<file path="config.mk">
export PLATFORM = sky130hd
export DESIGN_NAME = stream_find_and_replace
export DESIGN_NICKNAME = d
export VERILOG_FILES = /design/src/rtl/core/sfr_pkg.sv /design/src/rtl/core/sfr_step.sv /design/src/rtl/core/sfr_out_buf.sv /design/src/rtl/core/stream_find_and_replace.sv
export SDC_FILE = /design/constraint.sdc
export NUM_CORES = 1
export LEC_CHECK = 0
export ABC_AREA = 1
export BUFFER_PORTS_ARGS = -buffer_cell sky130_fd_sc_hd__buf_2
export CELL_PAD_IN_SITES_DETAIL_PLACEMENT = 1
export CELL_PAD_IN_SITES_GLOBAL_PLACEMENT = 2
export CORE_UTILIZATION = 30
export DETAILED_ROUTE_END_ITERATION = 10
export GPL_TIMING_DRIVEN = 0
export PLACE_DENSITY = 0.82
export SLEW_MARGIN = 30
export SYNTH_ARGS = -nofsm -noshare
export SYNTH_HDL_FRONTEND = slang
export SYNTH_SLANG_ARGS = --single-unit
export TNS_END_PERCENT = 50
</file>
<file path="constraint.sdc">
create_clock -name aclk -period 7 [get_ports aclk]
set_input_delay 0 -clock aclk [delete_from_list [all_inputs] [get_ports aclk]]
set_output_delay 0 -clock aclk [all_outputs]
set_load 0.03 [all_outputs]
</file>
<file path="src/rtl/core/sfr_pkg.sv">
`default_nettype none
// ----------------------------------------------------------------------------
// sfr_pkg
// Shared types and constants for the stream find-and-replace block.
// ----------------------------------------------------------------------------
package sfr_pkg;

    localparam int DEF_MAX_PATTERN_LEN     = 8;
    localparam int DEF_MAX_REPLACEMENT_LEN = 8;

    // most result bytes one request can produce
    localparam int MAX_OUT = 8;
    localparam int CNT_W   = $clog2(MAX_OUT + 1);

    localparam int CFG_IDX_W  = 3;
    localparam int CFG_DATA_W = 64;

    typedef enum logic [CFG_IDX_W-1:0] {
        REG_PATTERN_BYTES     = 3'd0,
        REG_PATTERN_LEN       = 3'd1,
        REG_REPLACEMENT_BYTES = 3'd2,
        REG_REPLACEMENT_LEN   = 3'd3,
        REG_LIMIT_ENABLED     = 3'd4,
        REG_REPLACE_LIMIT     = 3'd5
    } cfg_reg_t;

    typedef struct packed {
        logic [63:0] pattern_bytes;
        logic [3:0]  pattern_len;
        logic [63:0] replacement_bytes;
        logic [3:0]  replacement_len;
        logic        limit_enabled;
        logic [31:0] replace_limit;
    } cfg_t;

    // bytes released by one request, first byte in slot 0
    typedef struct packed {
        logic [MAX_OUT-1:0][7:0] data;
        logic [MAX_OUT-1:0]      from_rep;
        logic [CNT_W-1:0]        cnt;
        logic                    eos;
    } emit_t;

endpackage : sfr_pkg
`default_nettype wire

</file>
<file path="src/rtl/core/sfr_step.sv">
`default_nettype none
// ----------------------------------------------------------------------------
// sfr_step
// Combinational next-state and byte release for one source byte.
// ----------------------------------------------------------------------------
module sfr_step #(
    parameter int P = sfr_pkg::DEF_MAX_PATTERN_LEN,
    parameter int R = sfr_pkg::DEF_MAX_REPLACEMENT_LEN
) (
    input  logic [P-1:0][7:0]           win_i,
    input  logic [$clog2(P+1)-1:0]      fill_i,
    input  logic [7:0]                  byte_i,
    input  logic                        eos_i,
    input  sfr_pkg::cfg_t               cfg_i,
    input  logic [31:0]                 done_i,
    output sfr_pkg::emit_t              emit_o,
    output logic [P-1:0][7:0]           win_o,
    output logic [$clog2(P+1)-1:0]      fill_o,
    output logic [31:0]                 done_o
);
    import sfr_pkg::*;

    localparam int FILL_W = $clog2(P + 1);

    logic [P-1:0][7:0]  w;
    logic [P-1:0]       ok;
    logic [CNT_W-1:0]   plen;
    logic [CNT_W-1:0]   rlen;
    logic [CNT_W-1:0]   n;
    logic [CNT_W-1:0]   ksel;
    logic [CNT_W-1:0]   run_len;
    logic [CNT_W-1:0]   src_cnt;
    logic [CNT_W-1:0]   rep_cnt;
    logic [CNT_W:0]     total;
    logic [2:0]         ridx;
    logic               limited;
    logic               match;

    always_comb begin
        // effective lengths
        plen = cfg_i.pattern_len;
        if (plen == '0) plen = CNT_W'(1);
        if (plen > CNT_W'(P)) plen = CNT_W'(P);
        rlen = cfg_i.replacement_len;
        if (rlen > CNT_W'(R)) rlen = CNT_W'(R);

        limited = cfg_i.limit_enabled && (done_i >= cfg_i.replace_limit);

        // window with the new byte appended
        n = CNT_W'(fill_i) + CNT_W'(1);
        for (int i = 0; i < P; i++) begin
            if (CNT_W'(i) < CNT_W'(fill_i)) begin
                w[i] = win_i[i];
            end else if (CNT_W'(i) == CNT_W'(fill_i)) begin
                w[i] = byte_i;
            end else begin
                w[i] = 8'h00;
            end
        end

        // ok[k]: bytes from k to the end still prefix the pattern
        for (int k = 0; k < P; k++) begin
            ok[k] = (CNT_W'(k) < n) && ((n - CNT_W'(k)) <= plen);
            for (int i = 0; i < P; i++) begin
                if ((k + i < P) && (CNT_W'(k + i) < n) &&
                    (w[(k+i) % P] != cfg_i.pattern_bytes[8*i +: 8])) begin
                    ok[k] = 1'b0;
                end
            end
        end

        // smallest start that survives; limit reached releases all
        ksel = n;
        if (!limited) begin
            for (int k = P - 1; k >= 0; k--) begin
                if (ok[k]) ksel = CNT_W'(k);
            end
        end

        run_len = n - ksel;
        match   = !limited && (run_len == plen);
        src_cnt = (eos_i && !match) ? n : ksel;
        rep_cnt = match ? rlen : '0;
        total   = {1'b0, src_cnt} + {1'b0, rep_cnt};

        emit_o.eos = eos_i;
        emit_o.cnt = (total > (CNT_W+1)'(MAX_OUT)) ? CNT_W'(MAX_OUT) : total[CNT_W-1:0];
        for (int j = 0; j < MAX_OUT; j++) begin
            ridx = 3'(CNT_W'(j) - src_cnt);
            if (CNT_W'(j) < src_cnt) begin
                emit_o.data[j]     = (j < P) ? w[j % P] : 8'h00;
                emit_o.from_rep[j] = 1'b0;
            end else begin
                emit_o.data[j]     = cfg_i.replacement_bytes[{ridx, 3'b000} +: 8];
                emit_o.from_rep[j] = 1'b1;
            end
        end

        // shift out released bytes
        for (int i = 0; i < P; i++) begin
            win_o[i] = 8'h00;
            for (int k = 0; k < P; k++) begin
                if ((k + i < P) && (ksel == CNT_W'(k))) win_o[i] = w[(k+i) % P];
            end
        end

        fill_o = (match || eos_i) ? '0 : FILL_W'(run_len);

        if (eos_i) begin
            done_o = '0;
        end else if (match && !(&done_i)) begin
            done_o = done_i + 32'd1;
        end else begin
            done_o = done_i;
        end
    end

endmodule : sfr_step
`default_nettype wire

</file>
<file path="src/rtl/core/sfr_out_buf.sv">
`default_nettype none
// ----------------------------------------------------------------------------
// sfr_out_buf
// Result register: holds the bytes of one request and drains one per cycle while m_tready is high.
// ----------------------------------------------------------------------------
module sfr_out_buf (
    input  logic            aclk,
    input  logic            aresetn,
    input  logic            load_i,
    input  sfr_pkg::emit_t  emit_i,
    output logic            ready_o,
    output logic            m_tvalid,
    input  logic            m_tready,
    output logic [7:0]      m_tdata,   // out_byte
    output logic            m_tlast,   // string_last
    output logic [1:0]      m_tuser    // [0] run_last, [1] from_replacement
);
    import sfr_pkg::*;

    logic [MAX_OUT-1:0][7:0] data_reg, data_next;
    logic [MAX_OUT-1:0]      rep_reg, rep_next;
    logic [CNT_W-1:0]        cnt_reg, cnt_next;
    logic                    eos_reg, eos_next;
    logic                    pop;
    logic                    last;

    assign pop     = m_tvalid && m_tready;
    assign last    = (cnt_reg == CNT_W'(1));
    assign ready_o = (cnt_reg == '0) || (last && m_tready);

    assign m_tvalid   = (cnt_reg != '0);
    assign m_tdata    = data_reg[0];
    assign m_tlast    = last && eos_reg;
    assign m_tuser[0] = last;
    assign m_tuser[1] = rep_reg[0];

    always_comb begin
        data_next = data_reg;
        rep_next  = rep_reg;
        cnt_next  = cnt_reg;
        eos_next  = eos_reg;
        if (load_i) begin
            data_next = emit_i.data;
            rep_next  = emit_i.from_rep;
            cnt_next  = emit_i.cnt;
            eos_next  = emit_i.eos;
        end else if (pop) begin
            for (int j = 0; j < MAX_OUT - 1; j++) begin
                data_next[j] = data_reg[j+1];
                rep_next[j]  = rep_reg[j+1];
            end
            cnt_next = cnt_reg - CNT_W'(1);
        end
    end

    always_ff @(posedge aclk) begin
        if (!aresetn) begin
            cnt_reg <= '0;
            eos_reg <= 1'b0;
        end else begin
            cnt_reg <= cnt_next;
            eos_reg <= eos_next;
        end
    end

    always_ff @(posedge aclk) begin
        data_reg <= data_next;
        rep_reg  <= rep_next;
    end

endmodule : sfr_out_buf
`default_nettype wire

</file>
<file path="src/rtl/core/stream_find_and_replace.sv">
`default_nettype none
// ----------------------------------------------------------------------------
// stream_find_and_replace
// Byte-stream find and replace: pattern of 1..8 bytes, replacement 0..8.
// ----------------------------------------------------------------------------
// Output: the first result byte of a request is on m_* in the cycle after accept.
// Input: one request per cycle while each releases at most one byte and m_tready
//   is high; a request releasing more holds the input until its last byte is
//   taken, the result register draining one byte per cycle while m_tready is high.
// Reset: synchronous, active low; clears config to defaults, window fill,
//   replacement count and the result register. No clearing pass.
// ----------------------------------------------------------------------------
module stream_find_and_replace #(
    parameter int MAX_PATTERN_LEN     = sfr_pkg::DEF_MAX_PATTERN_LEN,
    parameter int MAX_REPLACEMENT_LEN = sfr_pkg::DEF_MAX_REPLACEMENT_LEN
) (
    input  logic                            aclk,
    input  logic                            aresetn,
    // configuration write port
    input  logic                            cfg_we,
    input  logic [sfr_pkg::CFG_IDX_W-1:0]   cfg_index,
    input  logic [sfr_pkg::CFG_DATA_W-1:0]  cfg_wdata,
    // source bytes
    input  logic                            s_tvalid,
    output logic                            s_tready,
    input  logic [7:0]                      s_tdata,   // in_byte
    input  logic                            s_tlast,   // end_of_string
    // rewritten bytes
    output logic                            m_tvalid,
    input  logic                            m_tready,
    output logic [7:0]                      m_tdata,   // out_byte
    output logic                            m_tlast,   // string_last
    output logic [1:0]                      m_tuser    // [0] run_last, [1] from_replacement
);
    import sfr_pkg::*;

    localparam int P      = MAX_PATTERN_LEN;
    localparam int FILL_W = $clog2(P + 1);

    // configuration registers
    cfg_t cfg_reg;

    always_ff @(posedge aclk) begin
        if (!aresetn) begin
            cfg_reg.pattern_bytes     <= '0;
            cfg_reg.pattern_len       <= 4'd1;
            cfg_reg.replacement_bytes <= '0;
            cfg_reg.replacement_len   <= '0;
            cfg_reg.limit_enabled     <= 1'b0;
            cfg_reg.replace_limit     <= '0;
        end else if (cfg_we) begin
            unique case (cfg_reg_t'(cfg_index))
                REG_PATTERN_BYTES:     cfg_reg.pattern_bytes     <= cfg_wdata;
                REG_PATTERN_LEN:       cfg_reg.pattern_len       <= cfg_wdata[3:0];
                REG_REPLACEMENT_BYTES: cfg_reg.replacement_bytes <= cfg_wdata;
                REG_REPLACEMENT_LEN:   cfg_reg.replacement_len   <= cfg_wdata[3:0];
                REG_LIMIT_ENABLED:     cfg_reg.limit_enabled     <= cfg_wdata[0];
                REG_REPLACE_LIMIT:     cfg_reg.replace_limit     <= cfg_wdata[31:0];
                default: ;  // index beyond the list: ignored
            endcase
        end
    end

    // match window: bytes that still prefix the pattern
    logic [P-1:0][7:0]   win_reg, win_next;
    logic [FILL_W-1:0]   fill_reg, fill_next;
    logic [31:0]         done_reg, done_next;
    emit_t               emit;
    logic                accept;

    assign accept = s_tvalid && s_tready;

    sfr_step #(
        .P (MAX_PATTERN_LEN),
        .R (MAX_REPLACEMENT_LEN)
    ) u_step (
        .win_i  (win_reg),
        .fill_i (fill_reg),
        .byte_i (s_tdata),
        .eos_i  (s_tlast),
        .cfg_i  (cfg_reg),
        .done_i (done_reg),
        .emit_o (emit),
        .win_o  (win_next),
        .fill_o (fill_next),
        .done_o (done_next)
    );

    // window state advances only on an accepted request
    always_ff @(posedge aclk) begin
        if (!aresetn) begin
            fill_reg <= '0;
            done_reg <= '0;
        end else if (accept) begin
            fill_reg <= fill_next;
            done_reg <= done_next;
        end
    end

    // bytes past the fill are never read
    always_ff @(posedge aclk) begin
        if (accept) win_reg <= win_next;
    end

    // result register; input is ready whenever it is empty or empties this cycle
    sfr_out_buf u_out (
        .aclk     (aclk),
        .aresetn  (aresetn),
        .load_i   (accept),
        .emit_i   (emit),
        .ready_o  (s_tready),
        .m_tvalid (m_tvalid),
        .m_tready (m_tready),
        .m_tdata  (m_tdata),
        .m_tlast  (m_tlast),
        .m_tuser  (m_tuser)
    );

endmodule : stream_find_and_replace
`default_nettype wire

</file>
---- Word-level counts from Yosys, hierarchy flattened ----
Index checks and enable logic that the tools add are counted.
storage, ports and cells
  bits of input ports ..................... 81
  output and inout port bits .............. 13
  word-level logic and storage cells ...... 349
  bits in registers ....................... 346
operators by class
  reductions and logical operators ........ 73
  magnitude comparators ................... 36
  muxes and demuxes ....................... 127
  add/subtract/negate cells ............... 20
  shifts and indexed selects .............. 8
  equal/unequal tests ..................... 57
operator list
  operator                                                             count
  64-bit by 7-bit indexed part select with 8-bit output                8
  8-bit 2-to-1 mux                                                     59
  8-bit != test                                                        36
  56-bit 2-to-1 mux                                                    2
  4-bit 2-to-1 mux                                                     18
  32-bit 2-to-1 mux                                                    2
  1-bit logical AND                                                    52
  3-bit by 4-bit < comparator with 1-bit output, first input constant  12
  1-bit 2-to-1 mux                                                     44
  32-bit by 1-bit adder with 32-bit output, second input constant      1
  32-bit >= comparator                                                 1
  4-bit <= comparator                                                  8
  32-bit AND reduction                                                 1
  1-bit by 4-bit < comparator with 1-bit output, first input constant  6
  2-bit by 4-bit < comparator with 1-bit output, first input constant  6
  3-bit by 4-bit == test with 1-bit output, first input constant       4
  4-bit by 3-bit == test with 1-bit output, second input constant      4
  4-bit zero test                                                      4
  4-bit by 3-bit subtractor with 4-bit output, second input constant   4
  7-bit 2-to-1 mux                                                     2
  2-bit AND reduction                                                  7
  3-bit subtractor, first input constant                               4
  2-bit by 4-bit == test with 1-bit output, first input constant       2
  4-bit by 1-bit == test with 1-bit output, second input constant      2
  20 further kinds                                                     32

---- Longest topological paths before layout ----
  depth after elaboration ................. 26
  gate-level depth with buffers ........... 46
  depth with buffers taken out ............ 43

---- By module ----
From an unflattened synthesis, not the netlist that was laid out.
unflattened totals
  cells, all modules ...................... 4477
  area, all modules ....................... 27373.8 µm²
modules (own cells, without submodules)
  module                   instances  area each (µm²)  sequential area each (µm²)  cells each
  sfr_step                 1          13978.4          0.0                         2920
  stream_find_and_replace  1          10005.8          6025.8                      1217
  sfr_out_buf              1          3389.5           2262.2                      340

---- Least setup slack after synthesis ----
No wires, ideal clock.
  kind .................................... register to register
  from .................................... reg fill_reg[1]
  to ...................................... reg u_out.cnt_reg[0]
  path slack .............................. 0.114 ns
  stages on the path, launching flop included .. 46
  library setup time ...................... 0.100 ns
  data arrival time ....................... 6.787 ns
  path buffers ............................ 3
  clock period less this slack ............ 6.886 ns
  data required time ...................... 6.900 ns
  cell sequence ........................... dfxtp_1 ha_1 buf_4 inv_2 nand2_1 nand2_1 inv_1 ha_1 xor2_1 a21oi_1 inv_1 ha_1 a21oi_1 nand2_1 nand2_1 nand3_1 nor2_1 nand3_1 (+10 left out) xnor2_1 xor2_1 nor4_1 nand3_4 nand2_4 nand2_4 nand2_2 buf_6 buf_6 ha_1 inv_1 fa_1 inv_1 nor3_1 nor2_1 nor3_1 nand3_1 a221oi_1
between the ends
  cells in the longest elaborated chain, start to end .. 25
  elaborated cells between the ends (all ways) .. 192
  those cells by class .................... 10 x add/sub; 25 x order compare; 44 x eq/ne; 65 x mux; 48 x reduce/logical
RTL lines
  item                                                                                             line                           source
  start: declaration                                                                               stream_find_and_replace.sv:66  logic [FILL_W-1:0] fill_reg, fill_next;
  start signal: assignment                                                                         stream_find_and_replace.sv:95  fill_reg <= fill_next;
  parallel branches: the longest is 21 deep, another holds 4-bit by 1-bit adder with 4-bit output  -
  4-bit by 4-bit adder with 5-bit output (*)                                                       sfr_step.sv:84                 total = {1'b0, src_cnt} + {1'b0, rep_cnt};
  5-bit by 4-bit > comparator with 1-bit output                                                    sfr_step.sv:87                 emit_o.cnt = (total > (CNT_W+1)'(MAX_OUT)) ? CNT_W'(MAX_OUT) : total[CNT_W-1:0];
  4-bit 2-to-1 mux (*)                                                                             sfr_step.sv:87
  4-bit 2-to-1 mux (*)                                                                             sfr_out_buf.sv:42              if (load_i) begin
  end signal: assignment                                                                           sfr_out_buf.sv:61              cnt_reg <= cnt_next;
  end: declaration                                                                                 sfr_out_buf.sv:22              logic [CNT_W-1:0] cnt_reg, cnt_next;
Every way passes the cells marked *.
A chain may end at the register's enable or synchronous reset.

---- Final worst setup path ----
  from .................................... reg cfg_reg[112] in the netlist's numbering
  to ...................................... reg u_out.cnt_reg[3]
between the ends
  cells in the longest elaborated chain, start to end .. 22
  elaborated cells between the ends (all ways) .. 72
  those cells by class .................... 2 x add/sub; 1 x order compare; 9 x eq/ne; 49 x mux; 11 x reduce/logical
RTL lines
  item                                                                       line                            source
  start: declaration                                                         stream_find_and_replace.sv:41   cfg_t cfg_reg;
  8-bit != test                                                              sfr_step.sv:66                  (w[(k+i) % P] != cfg_i.pattern_bytes[8*i +: 8])) begin
  1-bit logical AND                                                          sfr_step.sv:65                  if ((k + i < P) && (CNT_W'(k + i) < n) &&
  1-bit 2-to-1 mux                                                           sfr_step.sv:65
  4-bit 2-to-1 mux / 1-bit 2-to-1 mux (equally long branches) (7 in series)  sfr_step.sv:76, sfr_step.sv:65
  4-bit 2-to-1 mux (*)                                                       sfr_step.sv:76                  if (ok[k]) ksel = CNT_W'(k);
  4-bit 2-to-1 mux (*)                                                       sfr_step.sv:74                  if (!limited) begin
  4-bit subtractor                                                           sfr_step.sv:80                  run_len = n - ksel;
  4-bit == test                                                              sfr_step.sv:81                  match = !limited && (run_len == plen);
  1-bit logical AND                                                          sfr_step.sv:81
  1-bit zero test                                                            sfr_step.sv:82                  src_cnt = (eos_i && !match) ? n : ksel;
  1-bit logical AND                                                          sfr_step.sv:82
  4-bit 2-to-1 mux                                                           sfr_step.sv:82
  4-bit by 4-bit adder with 5-bit output (*)                                 sfr_step.sv:84
  5-bit by 4-bit > comparator with 1-bit output                              sfr_step.sv:87
  4-bit 2-to-1 mux (*)                                                       sfr_step.sv:87
  4-bit 2-to-1 mux (*)                                                       sfr_out_buf.sv:42
Mark *: on every way between the ends. The rest lies on a longest branch, timed or not.

==> parameters.txt <==
Parameter                              Value

Status
  Outcome    complete, no violations

Final layout
  Core Util, Final    37.4%
  Area Overhead vs Synth    22.6%
  Fill cell count    10900
  Net count, final    4479
  Max FFs per register    169
  Layout cell share with drive strength beyond 1    between 10% and 20%
  Final instance count without filler cells    between 5000 and 6000

Critical path
  Max incr delay on CP    0.83 ns
  WP data arrival    between 7 and 8 ns
  Setup Crit Path Kind    register to register
  Slowest cell on the critical path    clkinv_1
  Startpoint types    register
  Worst R2R End    u_out.cnt_reg[3]
  Register-to-Register Path Depth    37
  Required time of the critical path    7.48 ns
  Worst reg2reg setup slack    0.05 ns
  Peak fanout along the critical path    9
  Kind of end point of the critical path    register
  Launch instance of the worst register-to-register path    cfg_reg[112]

Logic synthesis
  Portion of the post-synthesis area used by sequential elements    between 30% and 40%
  Main flop type after synthesis    dfxtp_1
  Most numerous cell in the Yosys netlist    nand2_1
  Synth Net Count    4190
  Area leader, netlist    nand2_1
  Area of the mapped netlist    26200 um^2
  Number of storage elements in the synthesis netlist    346
  Post-synth ARST share    0%
  Leading post-synthesis cells by instance count    nand2_1, nand3_1, a21oi_1
  Synth unique cells    between 50 and 60
  Warnings from Yosys    0
  Mean area per synthesized cell    around 6.5 um^2
  Syn Inst Count    a little over 4000
  Cells taking the most area after synthesis    nand2_1, dfxtp_1, edfxtp_1
  Fraction of post-synthesis cell area in the top cell type by area    between 10% and 20%
  Number of synthesized flops with an enable pin    136

Power
  Comb pwr share    31.9%
  Power spent charging and discharging nets    0.00310 W
  Portion of total power attributed to sequential cells    about a third
  Largest voltage drop on the vdd net    about 0.0002 V
  Clock network fraction of total power    approximately 33%
  Internal power consumption    0.00490 W
  Power, Total    0.00800 W
  Leakage    13.6 nW
  Power per cell area    between 200 and 250 nW/um^2
  Fraction of power spent switching nets    38.8%

Placed design
  Placer congestion estimate    1.04
  HPWL Detailed    125000 um
  Port Buffer Count    86
  Placed cell count    5259

Detailed routing
  Final antenna-violating net count    0
  Sum of routed wire length over all layers    ~170000 um
  Final routed wire length divided by cell count    between 30 and 40 um
  Detailed router's first-iteration violation count    4073
  Drt drc    0
  Average vias per placed instance    roughly 5.8
  Total via count after detailed routing    roughly 32000
  First-pass iteration count of the detailed router    5

Global route
  Vias in the first global route    31000
  Global-route wire length before repair    231000 um
  GRT Util Overall    a little over a third
  Grt total ovfl    0
  Largest net degree at the start of global routing    43
  Initial antenna violation count    8

Clock tree
  Clock Tree Root    clkbuf_16
  CTS tree    built
  H-Tree Level Count    2
  Clock-pin slew of the registers on the worst-case setup and hold paths    0.06 ns
  Cts bufs inserted    47
  Number of sinks handled by clock tree synthesis    346
  Max Root-Sink Buffers    3
  Insertion delay of the later-clocked pin in the worst-skew pair    0.65 ns

Timing
  Tightest Pin Transition    0.976 ns
  Period Utilization, post-route    99.3%
  Peak clock frequency supported by timing    around 140 MHz
  Setup repair after global routing missed its margin    yes
  Hold violation total from the final report    0
  Headroom to the max-slew limit    roughly a third
  Fin Setup TNS    0 ns
  Final Slew Violations    0
  Setup skew after layout    0.0239 ns
  Number of setup violations in the final report    0
  Post-layout min period    6.95 ns
  Worst Hold Slack    0.0892 ns

Floorplan
  Starting Density    30.5%
  Die Height    between 200 and 300 um
  Die Area    88500 um^2
  Row count    107
  Count of pins on the block boundary    94
  Area inside the core boundary    85800 um^2
  Die X-Extent    297 um

Worst hold path
  Tightest Hold Check Type    input port to register
  Startpoint of the most critical hold path    s_tlast
  Worst Hold Endpoint    done_reg[1]
  Hold Path Stages    4

Run
  Maxcap violations    0
worst max-delay path by stage:
stage / startpoint / endpoint / slack (ns) / depth (start not counted)
2_1_floorplan: fill_reg[1] / u_out.cnt_reg[0] / 0.11 / 45
3_3_place_gp: fill_reg[0] / u_out.data_reg[35] / -2.43 / 39
3_5_place_dp: fill_reg[0] / u_out.data_reg[35] / -2.37 / 39
4_1_cts: fill_reg[0] / u_out.cnt_reg[0] / 0.0004 / 44
5_1_grt: fill_reg[0] / u_out.cnt_reg[3] / -0.16 / 46
6_report: cfg_reg[112] / u_out.cnt_reg[3] / 0.05 / 37
worst max-delay path: cells and delay by family, from the launching register on:
kind,cells,cell delay (ns)
AO/OA/AOI/OAI,4,0.63
adder cells (fa/ha/maj),3,1.01
buffers and inverters,9,2.26
flip-flops,1,0.31
AND/OR/NAND/NOR,21,2.55
cells by family after synthesis:
kind of cell | Yosys count | synth area share, %
flops | 346 | 31.7
buf+inv | 581 | 9.48
simple gates | 2224 | 37.3
xor+xnor | 86 | 2.88
compound gates | 702 | 14.5
fa+ha+maj | 85 | 4.12
final cells by class:
cell class                      instances  area [um^2]  share of cell area, %
Antenna cell                            2         5.00                 0.0156
Buffer                                189         1080                   3.37
Clock buffer                           56         1250                   3.89
Clock inverter                         31          403                   1.26
Inverter                              387         1500                   4.69
Multi-Input combinational cell       3097        16100                   50.2
Sequential cell                       346         8300                   25.9
Tap cell                             1144         1430                   4.46
Timing Repair Buffer                  245         2010                   6.26
cells in the final DEF, fill, tap and decap left out, types with 94 or more instances in the layout:
master,instances
nand3_1,477
buf_2,118
dfxtp_1,206
nand2_1,1173
nor2_1,299
clkbuf_1,95
o21ai_0,203
inv_1,316
a21oi_1,350
buf_4,94
edfxtp_1,136
routing by layer:
metal  track usage [%]  part of all wire (%)
met5                 0                 0.027
met4              18.2                   6.0
met3              10.4                    12
met2              52.1                    40
met1              49.8                    42
power by group through the flow:
stage	Sequential [W]	Combinational, W	Clock (W)
global route	0.00280	0.00270	0.00275
floorplan	0.00278	0.00135	0
detailed placement	0.00281	0.00235	0
CTS	0.00277	0.00245	0.00267
global placement	0.00286	0.00220	0
finish	0.00278	0.00255	0.00268
timing repair:
item,CTS,global route
cloned,2,0
hold buffers,79,0
endpoints found under the hold margin,171,0
setup buffers,43,30
pin swaps,31,57
endpoints found under the setup margin,112,63
resized for setup,120,89
through the flow:
step | worst slack (ns) | instance area, um^2
6_report | 0.0490 | 32100
5_1_grt | -0.162 | 32100
4_1_cts | 0.000425 | 31500
3_5_place_dp | -2.37 | 28200
3_3_place_gp | -2.43 | 28000
2_1_floorplan | 0.114 | 26200
No activity file was read; power rests on OpenSTA's default activity.
